File: src/rtl/cpvp_pkg.sv
// shared types and constants for the cascaded position/velocity pid core
// no dependencies; used by every module of the core
`default_nettype none

package cpvp_pkg;

	localparam int IN_W          = 32;
	localparam int GAIN_W        = 16;
	localparam int CMD_W         = 48;
	localparam int ACCEL_W       = 47;
	localparam int POS_ERR_W     = 33;
	localparam int VEL_ERR_W     = 49;
	localparam int VEL_DLT_W     = 50;
	localparam int CFG_IDX_W     = 3;
	localparam int CHUNK_W       = 32;
	localparam int ACC_WIDTH_DEF = 48;
	localparam int MAC_OP_W_DEF  = 50;

	localparam logic signed [IN_W-1:0] TARGET_RST = 32'sd20000000;
	localparam logic [GAIN_W-1:0]      KP_RST     = 16'd100;
	localparam logic [GAIN_W-1:0]      KI_RST     = 16'd10;
	localparam logic [GAIN_W-1:0]      KD_RST     = 16'd50;

	typedef enum logic [CFG_IDX_W-1:0] {
		CFG_TARGET = 3'd0,
		CFG_POS_KP = 3'd1,
		CFG_POS_KI = 3'd2,
		CFG_POS_KD = 3'd3,
		CFG_VEL_KP = 3'd4,
		CFG_VEL_KI = 3'd5,
		CFG_VEL_KD = 3'd6
	} cfg_idx_t;

	typedef struct packed {
		logic signed [IN_W-1:0] target_position;
		logic [GAIN_W-1:0]      pos_kp;
		logic [GAIN_W-1:0]      pos_ki;
		logic [GAIN_W-1:0]      pos_kd;
		logic [GAIN_W-1:0]      vel_kp;
		logic [GAIN_W-1:0]      vel_ki;
		logic [GAIN_W-1:0]      vel_kd;
	} cfg_regs_t;

	typedef enum logic [2:0] {
		ST_IDLE,
		ST_POS_ERR,
		ST_POS_MUL,
		ST_POS_SAT,
		ST_VEL_ERR,
		ST_VEL_MUL,
		ST_FIN
	} state_t;

endpackage

`default_nettype wire

File: src/rtl/cpvp_cfg.sv
// configuration register file: setpoint and the six loop gains
// depends on cpvp_pkg
`default_nettype none

module cpvp_cfg (
	input  wire logic                             clk,
	input  wire logic                             arst_n,
	input  wire logic                             cfg_valid,
	output logic                                  cfg_ready,
	input  wire logic [cpvp_pkg::CFG_IDX_W-1:0]   cfg_index,
	input  wire logic [cpvp_pkg::IN_W-1:0]        cfg_data,
	output cpvp_pkg::cfg_regs_t                   regs
);

	localparam int GW = cpvp_pkg::GAIN_W;

	cpvp_pkg::cfg_regs_t regs_q;

	assign cfg_ready = 1'b1;
	assign regs      = regs_q;

	always_ff @(posedge clk or negedge arst_n) begin
		if (!arst_n) begin
			regs_q.target_position <= cpvp_pkg::TARGET_RST;
			regs_q.pos_kp          <= cpvp_pkg::KP_RST;
			regs_q.pos_ki          <= cpvp_pkg::KI_RST;
			regs_q.pos_kd          <= cpvp_pkg::KD_RST;
			regs_q.vel_kp          <= cpvp_pkg::KP_RST;
			regs_q.vel_ki          <= cpvp_pkg::KI_RST;
			regs_q.vel_kd          <= cpvp_pkg::KD_RST;
		end else if (cfg_valid && cfg_ready) begin
			unique case (cpvp_pkg::cfg_idx_t'(cfg_index))
				cpvp_pkg::CFG_TARGET: regs_q.target_position <= $signed(cfg_data);
				cpvp_pkg::CFG_POS_KP: regs_q.pos_kp <= cfg_data[GW-1:0];
				cpvp_pkg::CFG_POS_KI: regs_q.pos_ki <= cfg_data[GW-1:0];
				cpvp_pkg::CFG_POS_KD: regs_q.pos_kd <= cfg_data[GW-1:0];
				cpvp_pkg::CFG_VEL_KP: regs_q.vel_kp <= cfg_data[GW-1:0];
				cpvp_pkg::CFG_VEL_KI: regs_q.vel_ki <= cfg_data[GW-1:0];
				cpvp_pkg::CFG_VEL_KD: regs_q.vel_kd <= cfg_data[GW-1:0];
				default: ;
			endcase
		end
	end

endmodule

`default_nettype wire

File: src/rtl/cpvp_mac.sv
// shared multiply-accumulate unit: kp*e + ki*s + kd*d over one 33x17 multiplier,
// one 32-bit operand chunk per cycle; depends on cpvp_pkg
`default_nettype none

module cpvp_mac #(
	parameter int OP_W = cpvp_pkg::MAC_OP_W_DEF
) (
	input  wire logic                                  clk,
	input  wire logic                                  arst_n,
	input  wire logic                                  start,
	input  wire logic signed [OP_W-1:0]                op_e,
	input  wire logic signed [OP_W-1:0]                op_s,
	input  wire logic signed [OP_W-1:0]                op_d,
	input  wire logic [cpvp_pkg::GAIN_W-1:0]           gain_p,
	input  wire logic [cpvp_pkg::GAIN_W-1:0]           gain_i,
	input  wire logic [cpvp_pkg::GAIN_W-1:0]           gain_d,
	output logic signed [OP_W+cpvp_pkg::GAIN_W+1:0]    acc,
	output logic                                       done
);

	localparam int CW     = cpvp_pkg::CHUNK_W;
	localparam int GW     = cpvp_pkg::GAIN_W;
	localparam int SUM_W  = OP_W + GW + 2;
	localparam int NCH    = (OP_W + CW - 1) / CW;
	localparam int EXT_W  = NCH * CW;
	localparam int CH_IW  = (NCH > 1) ? $clog2(NCH) : 1;
	localparam int PP_W   = CW + 1 + GW + 1;
	localparam logic [1:0] TERM_P = 2'd0;
	localparam logic [1:0] TERM_I = 2'd1;
	localparam logic [1:0] TERM_D = 2'd2;
	localparam logic [CH_IW-1:0] CH_LAST = CH_IW'(NCH - 1);

	logic                    busy_q;
	logic [1:0]              term_q;
	logic [CH_IW-1:0]        chunk_q;
	logic                    vld_s1;
	logic                    last_s1;
	logic [CH_IW-1:0]        chunk_s1;
	logic signed [PP_W-1:0]  prod_s1;
	logic signed [SUM_W-1:0] acc_q;
	logic                    done_q;

	logic signed [OP_W-1:0]  op_sel;
	logic [GW-1:0]           gain_sel;
	logic signed [EXT_W-1:0] op_ext;
	logic [CW-1:0]           chunk_raw;
	logic signed [CW:0]      chunk_op;
	logic signed [PP_W-1:0]  prod;
	logic signed [SUM_W-1:0] pp_ext;
	logic                    chunk_last;

	always_comb begin
		case (term_q)
			TERM_P: begin
				op_sel   = op_e;
				gain_sel = gain_p;
			end
			TERM_I: begin
				op_sel   = op_s;
				gain_sel = gain_i;
			end
			default: begin
				op_sel   = op_d;
				gain_sel = gain_d;
			end
		endcase
	end

	assign chunk_last = (chunk_q == CH_LAST);
	assign op_ext     = EXT_W'(op_sel);
	assign chunk_raw  = op_ext[chunk_q*CW +: CW];
	// lower chunks are unsigned digits, the top chunk carries the sign
	assign chunk_op   = $signed({chunk_last ? chunk_raw[CW-1] : 1'b0, chunk_raw});
	assign prod       = chunk_op * $signed({1'b0, gain_sel});
	assign pp_ext     = SUM_W'(prod_s1);

	always_ff @(posedge clk or negedge arst_n) begin
		if (!arst_n) begin
			busy_q   <= 1'b0;
			term_q   <= TERM_P;
			chunk_q  <= '0;
			vld_s1   <= 1'b0;
			last_s1  <= 1'b0;
			chunk_s1 <= '0;
			done_q   <= 1'b0;
		end else if (start) begin
			busy_q  <= 1'b1;
			term_q  <= TERM_P;
			chunk_q <= '0;
			vld_s1  <= 1'b0;
			last_s1 <= 1'b0;
			done_q  <= 1'b0;
		end else begin
			done_q   <= vld_s1 && last_s1;
			vld_s1   <= busy_q;
			last_s1  <= busy_q && chunk_last && (term_q == TERM_D);
			chunk_s1 <= chunk_q;
			if (busy_q) begin
				if (chunk_last) begin
					chunk_q <= '0;
					if (term_q == TERM_D) begin
						busy_q <= 1'b0;
					end else begin
						term_q <= term_q + 2'd1;
					end
				end else begin
					chunk_q <= chunk_q + CH_IW'(1);
				end
			end
		end
	end

	always_ff @(posedge clk) begin
		prod_s1 <= prod;
		if (start) begin
			acc_q <= '0;
		end else if (vld_s1) begin
			acc_q <= acc_q + (pp_ext <<< (chunk_s1 * CW));
		end
	end

	assign acc  = acc_q;
	assign done = done_q;

endmodule

`default_nettype wire

File: src/rtl/cascaded_position_velocity_pid_core.sv
// Cascaded position/velocity PID core. Each accepted sample runs the position loop, then the
// velocity loop, on one shared 33x17 multiply-accumulate unit that takes one 32-bit operand
// chunk per cycle. After acceptance, in_ready stays low until the result appears, so each
// sample completes before the next is taken (three gain products of two chunks each per
// loop, plus setup and saturation steps). If the previous
// result is still waiting at the end of a sample, the core holds until that result is taken.
// Results sit in an output register, so a new sample is taken while the last result waits.
// Configuration writes are taken at any time but are meant for idle periods only.
// Depends on cpvp_pkg, cpvp_cfg and cpvp_mac.
`default_nettype none

module cascaded_position_velocity_pid_core #(
	parameter int ACC_WIDTH = cpvp_pkg::ACC_WIDTH_DEF
) (
	input  wire logic                                  clk,
	input  wire logic                                  arst_n,
	input  wire logic                                  in_valid,
	output logic                                       in_ready,
	input  wire logic signed [cpvp_pkg::IN_W-1:0]      measured_position,
	input  wire logic signed [cpvp_pkg::IN_W-1:0]      measured_velocity,
	output logic                                       out_valid,
	input  wire logic                                  out_ready,
	output logic signed [cpvp_pkg::CMD_W-1:0]          speed_command,
	output logic [cpvp_pkg::ACCEL_W-1:0]               accel_command,
	input  wire logic                                  cfg_valid,
	output logic                                       cfg_ready,
	input  wire logic [cpvp_pkg::CFG_IDX_W-1:0]        cfg_index,
	input  wire logic [cpvp_pkg::IN_W-1:0]             cfg_data
);

	localparam int IW    = cpvp_pkg::IN_W;
	localparam int GW    = cpvp_pkg::GAIN_W;
	localparam int CMW   = cpvp_pkg::CMD_W;
	localparam int AW    = cpvp_pkg::ACCEL_W;
	localparam int EP_W  = cpvp_pkg::POS_ERR_W;
	localparam int EV_W  = cpvp_pkg::VEL_ERR_W;
	localparam int DL_W  = cpvp_pkg::VEL_DLT_W;
	localparam int OP_W  = (ACC_WIDTH > DL_W) ? ACC_WIDTH : DL_W;
	localparam int MAC_W = OP_W + GW + 2;
	localparam int SW    = ((ACC_WIDTH > EV_W) ? ACC_WIDTH : EV_W) + 1;

	localparam logic signed [SW-1:0] SUM_MAX =
		{{(SW-ACC_WIDTH+1){1'b0}}, {(ACC_WIDTH-1){1'b1}}};
	localparam logic signed [SW-1:0] SUM_MIN = ~SUM_MAX;
	localparam logic signed [ACC_WIDTH-1:0] ACC_MAX = {1'b0, {(ACC_WIDTH-1){1'b1}}};
	localparam logic signed [ACC_WIDTH-1:0] ACC_MIN = ~ACC_MAX;
	localparam logic signed [MAC_W-1:0] CMD_MAX =
		{{(MAC_W-CMW+1){1'b0}}, {(CMW-1){1'b1}}};
	localparam logic signed [MAC_W-1:0] CMD_MIN = ~CMD_MAX;

	cpvp_pkg::cfg_regs_t regs;
	cpvp_pkg::state_t    state_q;
	cpvp_pkg::state_t    state_nx;

	logic signed [IW-1:0]        pos_in_q;
	logic signed [IW-1:0]        vel_in_q;
	logic signed [ACC_WIDTH-1:0] pos_sum_q;
	logic signed [ACC_WIDTH-1:0] vel_sum_q;
	logic signed [EP_W-1:0]      pos_prev_q;
	logic signed [EV_W-1:0]      vel_prev_q;
	logic signed [EV_W-1:0]      e_q;
	logic signed [DL_W-1:0]      d_q;
	logic signed [CMW-1:0]       speed_q;
	logic                        out_valid_q;
	logic signed [CMW-1:0]       speed_out_q;
	logic [AW-1:0]               accel_out_q;

	logic                        mac_start;
	logic                        mac_done;
	logic signed [MAC_W-1:0]     mac_acc;
	logic                        vel_phase;
	logic signed [OP_W-1:0]      mac_op_s;
	logic [GW-1:0]               gain_p;
	logic [GW-1:0]               gain_i;
	logic [GW-1:0]               gain_d;

	logic                        ld_in;
	logic                        ld_pos;
	logic                        ld_speed;
	logic                        ld_vel;
	logic                        ld_out;
	logic                        out_free;

	logic signed [EP_W-1:0]      errp;
	logic signed [EV_W-1:0]      errv;
	logic signed [EV_W-1:0]      err_sel;
	logic signed [EV_W-1:0]      prev_sel;
	logic signed [ACC_WIDTH-1:0] sum_sel;
	logic signed [SW-1:0]        sum_raw;
	logic signed [ACC_WIDTH-1:0] sum_new;
	logic signed [DL_W-1:0]      delta;
	logic signed [CMW-1:0]       speed_sat;
	logic                        acc_neg;
	logic                        accel_ovf;
	logic signed [MAC_W-1:0]     acc_abs;
	logic [AW-1:0]               accel_sat;

	cpvp_cfg u_cfg (
		.clk       (clk),
		.arst_n    (arst_n),
		.cfg_valid (cfg_valid),
		.cfg_ready (cfg_ready),
		.cfg_index (cfg_index),
		.cfg_data  (cfg_data),
		.regs      (regs)
	);

	// operands of the shared unit follow the loop being worked on
	assign vel_phase = (state_q == cpvp_pkg::ST_VEL_MUL);
	assign mac_op_s  = vel_phase ? OP_W'(vel_sum_q) : OP_W'(pos_sum_q);
	assign gain_p    = vel_phase ? regs.vel_kp : regs.pos_kp;
	assign gain_i    = vel_phase ? regs.vel_ki : regs.pos_ki;
	assign gain_d    = vel_phase ? regs.vel_kd : regs.pos_kd;

	cpvp_mac #(
		.OP_W (OP_W)
	) u_mac (
		.clk    (clk),
		.arst_n (arst_n),
		.start  (mac_start),
		.op_e   (OP_W'(e_q)),
		.op_s   (mac_op_s),
		.op_d   (OP_W'(d_q)),
		.gain_p (gain_p),
		.gain_i (gain_i),
		.gain_d (gain_d),
		.acc    (mac_acc),
		.done   (mac_done)
	);

	// error, saturating error sum and error delta, shared by both loops
	assign errp     = EP_W'($signed(regs.target_position)) - EP_W'(pos_in_q);
	assign errv     = EV_W'(speed_q) - EV_W'(vel_in_q);
	assign err_sel  = (state_q == cpvp_pkg::ST_VEL_ERR) ? errv : EV_W'(errp);
	assign prev_sel = (state_q == cpvp_pkg::ST_VEL_ERR) ? vel_prev_q : EV_W'(pos_prev_q);
	assign sum_sel  = (state_q == cpvp_pkg::ST_VEL_ERR) ? vel_sum_q : pos_sum_q;
	assign sum_raw  = SW'(sum_sel) + SW'(err_sel);
	assign sum_new  = (sum_raw > SUM_MAX) ? ACC_MAX :
	                  (sum_raw < SUM_MIN) ? ACC_MIN : sum_raw[ACC_WIDTH-1:0];
	assign delta    = DL_W'(err_sel) - DL_W'(prev_sel);

	assign speed_sat = (mac_acc > CMD_MAX) ? CMW'(CMD_MAX) :
	                   (mac_acc < CMD_MIN) ? CMW'(CMD_MIN) : mac_acc[CMW-1:0];

	// a magnitude of 2^47 or more clips, so the most negative command clips too
	assign acc_neg   = mac_acc[MAC_W-1];
	assign accel_ovf = acc_neg ? (mac_acc <= CMD_MIN) : (mac_acc > CMD_MAX);
	assign acc_abs   = acc_neg ? -mac_acc : mac_acc;
	assign accel_sat = accel_ovf ? {AW{1'b1}} : acc_abs[AW-1:0];

	assign out_free = !out_valid_q || out_ready;

	always_comb begin
		state_nx = state_q;
		unique case (state_q)
			cpvp_pkg::ST_IDLE:    if (in_valid) state_nx = cpvp_pkg::ST_POS_ERR;
			cpvp_pkg::ST_POS_ERR: state_nx = cpvp_pkg::ST_POS_MUL;
			cpvp_pkg::ST_POS_MUL: if (mac_done) state_nx = cpvp_pkg::ST_POS_SAT;
			cpvp_pkg::ST_POS_SAT: state_nx = cpvp_pkg::ST_VEL_ERR;
			cpvp_pkg::ST_VEL_ERR: state_nx = cpvp_pkg::ST_VEL_MUL;
			cpvp_pkg::ST_VEL_MUL: if (mac_done) state_nx = cpvp_pkg::ST_FIN;
			cpvp_pkg::ST_FIN:     if (out_free) state_nx = cpvp_pkg::ST_IDLE;
			default:              state_nx = cpvp_pkg::ST_IDLE;
		endcase
	end

	always_comb begin
		in_ready  = (state_q == cpvp_pkg::ST_IDLE);
		ld_in     = in_ready && in_valid;
		ld_pos    = (state_q == cpvp_pkg::ST_POS_ERR);
		ld_vel    = (state_q == cpvp_pkg::ST_VEL_ERR);
		ld_speed  = (state_q == cpvp_pkg::ST_POS_SAT);
		ld_out    = (state_q == cpvp_pkg::ST_FIN) && out_free;
		mac_start = ld_pos || ld_vel;
	end

	always_ff @(posedge clk or negedge arst_n) begin
		if (!arst_n) begin
			state_q     <= cpvp_pkg::ST_IDLE;
			out_valid_q <= 1'b0;
			pos_sum_q   <= '0;
			vel_sum_q   <= '0;
			pos_prev_q  <= '0;
			vel_prev_q  <= '0;
		end else begin
			state_q <= state_nx;
			if (ld_out) begin
				out_valid_q <= 1'b1;
			end else if (out_ready) begin
				out_valid_q <= 1'b0;
			end
			if (ld_pos) begin
				pos_sum_q  <= sum_new;
				pos_prev_q <= errp;
			end
			if (ld_vel) begin
				vel_sum_q  <= sum_new;
				vel_prev_q <= errv;
			end
		end
	end

	always_ff @(posedge clk) begin
		if (ld_in) begin
			pos_in_q <= measured_position;
			vel_in_q <= measured_velocity;
		end
		if (ld_pos || ld_vel) begin
			e_q <= err_sel;
			d_q <= delta;
		end
		if (ld_speed) begin
			speed_q <= speed_sat;
		end
		if (ld_out) begin
			speed_out_q <= speed_q;
			accel_out_q <= accel_sat;
		end
	end

	assign out_valid     = out_valid_q;
	assign speed_command = speed_out_q;
	assign accel_command = accel_out_q;

`ifndef SYNTHESIS
	a_accept_starts_pos: assert property (@(posedge clk) disable iff (!arst_n)
		in_valid && in_ready |=> state_q == cpvp_pkg::ST_POS_ERR)
		else $error("accepted sample did not start the position loop");

	a_done_in_mul: assert property (@(posedge clk) disable iff (!arst_n)
		mac_done |-> (state_q == cpvp_pkg::ST_POS_MUL || state_q == cpvp_pkg::ST_VEL_MUL))
		else $error("multiply-accumulate finished outside a multiply phase");

	a_result_from_fin: assert property (@(posedge clk) disable iff (!arst_n)
		$rose(out_valid_q) |-> $past(state_q == cpvp_pkg::ST_FIN))
		else $error("result presented without finishing the velocity loop");

	a_no_overwrite: assert property (@(posedge clk) disable iff (!arst_n)
		out_valid_q && !out_ready && state_q == cpvp_pkg::ST_FIN |=> state_q == cpvp_pkg::ST_FIN)
		else $error("pending result overwritten");
`endif

endmodule

`default_nettype wire
File: config.mk
export PLATFORM = sky130hd
export DESIGN_NAME = cascaded_position_velocity_pid_core
export DESIGN_NICKNAME = d
export VERILOG_FILES = /design/src/rtl/cpvp_pkg.sv /design/src/rtl/cpvp_cfg.sv /design/src/rtl/cpvp_mac.sv /design/src/rtl/cascaded_position_velocity_pid_core.sv
export SDC_FILE = /design/constraint.sdc
export NUM_CORES = 2
export LEC_CHECK = 0
export BUFFER_PORTS_ARGS = -buffer_cell sky130_fd_sc_hd__buf_2
export CORE_MARGIN = 2
export CORE_UTILIZATION = 44
export CTS_BUF_LIST = sky130_fd_sc_hd__clkbuf_8
export DETAILED_ROUTE_END_ITERATION = 12
export PLACE_DENSITY = 0.62
export SLEW_MARGIN = 5
export SYNTH_ARGS = -nofsm -noshare
export SYNTH_HDL_FRONTEND = slang
export SYNTH_HIERARCHICAL = 1
export SYNTH_SLANG_ARGS = --single-unit
File: constraint.sdc
create_clock -name clk -period 24 [get_ports clk]
set_input_delay 4.8 -clock clk [delete_from_list [all_inputs] [get_ports clk]]
set_output_delay 4.8 -clock clk [all_outputs]
set_load 0.02 [all_outputs]
==> metrics.yaml <==
vias: 50669
syn_nets: 7854
fin_nets: 7953
antenna_left: 0
slew-limit-headroom: 0.08071
whs_path_depth: 0
overflow: 0
synth-edff-count: 306
worst_hold_slack_ns: 0.4692
r2r_cells: 31
clk-insertion-delay-late_ns: 0.89
die_w_um: 383.2
wl_per_cell_um: 22.44
crit_path_top_delay_cell: "o21ai_1"
crit_arrival_ns: 10.91
finalSetupViolCount: 0
status: "complete, no violations"
synth_top_area_frac: 0.1607
min_period_ns: 10.12
ys_ff_latch: 742
end_kind: "flip-flop"
tightestPinTransition_ns: 1.379
grt_pass1_wl_um: 309200
synth_async_sr_flop_share: 0.4286
grt_max_degree: 157
crit_type: "flip-flop to flip-flop"
finalWirelength_um: 201700
tritoncts: "yes"
worstPathRequired_ns: 24.80
numCtsBuffers: 133
design.core.area_um2: 143100
fmax_ghz: 0.09883
drc: 0
hold_viol_final: 0
crit_top_cell: "fa_1"
cts_resized: 0
firstDrtPassIters: 6
synth_area_leaders: "fa_1 (16%), edfxtp_1 (15%), dfrtp_1 (12%), ha_1 (7.3%), nand2_1 (6.6%)"
portBuffers: 200
holdBufCountCts: 0
worst_path_largest_cell_delay_ns: 0.91
die-height_um: 383.2
synth_cell_types: 112
worstHoldPathType: "flip-flop to flip-flop"
slew_viol_final: 0
rsz0062_at_grt: "no"
seqCellArea_um2: 19540
pin_count: 202
clock_path_buffers: 3
ys.flop_type: "edfxtp_1"
final_cell_mix: "nand2_1 (1116), inv_1 (830), fa_1 (508)"
ctsHtreeMaxLevel: 4
antenna_found_initial: 14
num_rows: 139
dpl.hpwl_um: 154100
ys_warn_count: 6
period_share: 0.4216
gp_congestion: 0.9674
dieArea_um2: 146800
ys_seq_area_frac: 0.3088
fill_cells: 13754
cts_root_buf: "clkbuf_8"
synth_top_area_cell: "fa_1"
netlist_instances: 6874
grt_pass1_vias: 51282
startpoint_type: "flip-flop"
clock_skew_ns: 0.05316
drt_iter0_markers: 4399
cts.sink_count: 742
synthesis.area_um2: 63270
cts_setup_buffers: 0
crit_fanout: 44
layout_commonest_cell: "nand2_1"
viasPerCell: 5.637
syn_area_per_cell_um2: 9.204
area_delta_synth_final_pct: 8.806
grt_usage: 0.2756
drv_cap: 0
tns_ns: 0
clk_pin_slew_ns: 0.06
drive_above_1_share: 0.1174
initial_core_util: 0.4420
multiInputGateArea_um2: 39320
[through the flow]
stage | util | cell area, um2 | setup WS, ns | cells
2_1_floorplan | - | 63270 | 14.29 | 6874
3_3_place_gp | 0.4604 | 65900 | 14.06 | 8737
3_5_place_dp | 0.4606 | 65930 | 14.05 | 8741
4_1_cts | 0.4809 | 68830 | 14.04 | 8983
5_1_grt | 0.4809 | 68830 | 13.44 | 8986
6_report | 0.4809 | 68840 | 13.88 | 8988
[registers in the layout (all words and copies together) (netlist names), 2 cells and up]
signal,flops
accel_command,47
d_q,50
e_q,49
pos_in_q,32
pos_prev_q,33
pos_sum_q,48
speed_command,48
speed_q,48
state_q,3
u_cfg/regs,128
u_mac/acc,68
u_mac/prod_s1,50
u_mac/term_q,2
vel_in_q,32
vel_prev_q,49
vel_sum_q,48
[critical path, delay by kind of cell (launching register included)]
family	cells	cell delay (ns)
xor+xnor	1	0.16
simple gates	7	1.59
compound gates	8	2.72
buf+inv	7	1.50
flops	1	0.36
fa+ha+maj	8	3.58
[metal layers]
metal	part of all wire	global-route usage	up-vias
met5	0.00021	0	-
met4	0.036	0.1021	6
met3	0.081	0.05478	325
met2	0.44	0.4180	1931
met1	0.44	0.3887	25106
li1	-	-	23301
[worst paths after layout]
| kind | start | slack [ns] | end |
|---|---|---|---|
| hold / removal | speed_q[8]$_SDFFCE_PP1P_ | 0.47 | speed_command[8]$_DFFE_PP_ |
| setup reg to reg | u_mac/term_q[0]$_DFFE_PN0P_ | 13.88 | u_mac/prod_s1[47]$_DFF_P_ |
| setup / recovery | u_mac/term_q[0]$_DFFE_PN0P_ | 13.88 | u_mac/prod_s1[47]$_DFF_P_ |
| hold reg to reg | speed_q[8]$_SDFFCE_PP1P_ | 0.47 | speed_command[8]$_DFFE_PP_ |
| min in group asynchronous | arst_n | 3.96 | u_cfg/regs[115]$_DFFE_PN0P_ |
| max in group asynchronous | arst_n | 18.59 | u_cfg/regs[68]$_DFFE_PN0P_ |
[cell type report]
class | count | share of cell area
multi-input cells | 5009 | 0.5712
well taps | 1903 | 0.03459
inverters | 806 | 0.04402
diodes | 5 | 0.0001818
clock buffers | 154 | 0.03079
clock inverters | 88 | 0.01132
repair buffers | 281 | 0.02396
flip-flops and latches | 742 | 0.2839
[synth_stat cells (15+ instances only)]
cell type  count
nand2_1     1118
inv_1        805
fa_1         508
nor2_1       500
a21oi_1      395
ha_1         368
o21ai_0      340
edfxtp_1     306
dfrtp_1      294
clkbuf_1     246
mux2_2       200
a21o_1       166
xnor2_1      158
xor2_1       133
dfxtp_1      118
mux2i_1       88
nor2b_1       86
nand3_1       68
nand4_1       56
o21a_1        53
nor3_1        52
a22o_1        49
nand2b_1      47
a31oi_1       46
o21bai_1      42
a211oi_1      36
and3_1        34
o31ai_1       34
mux2_4        30
buf_1         28
and2_1        26
a221o_1       24
dfstp_2       24
or3_1         19
o211ai_1      18
o41ai_1       18
or2_2         18
o21ai_1       17
o22ai_1       17
nor4_1        16
mux2_1        15
[logic make-up after synthesis]
group	count (synthesis)	synth area share
simple gates	2108	0.1460
compound gates	1400	0.1411
buf+inv	1123	0.07090
fa+ha+maj	876	0.2335
flops	742	0.3088
mux	333	0.05931
xor+xnor	291	0.04028
other cells	1	0.00005927
Power is not shown: default switching activity piles up to over one toggle a cycle in this logic, so the estimate is an artifact.
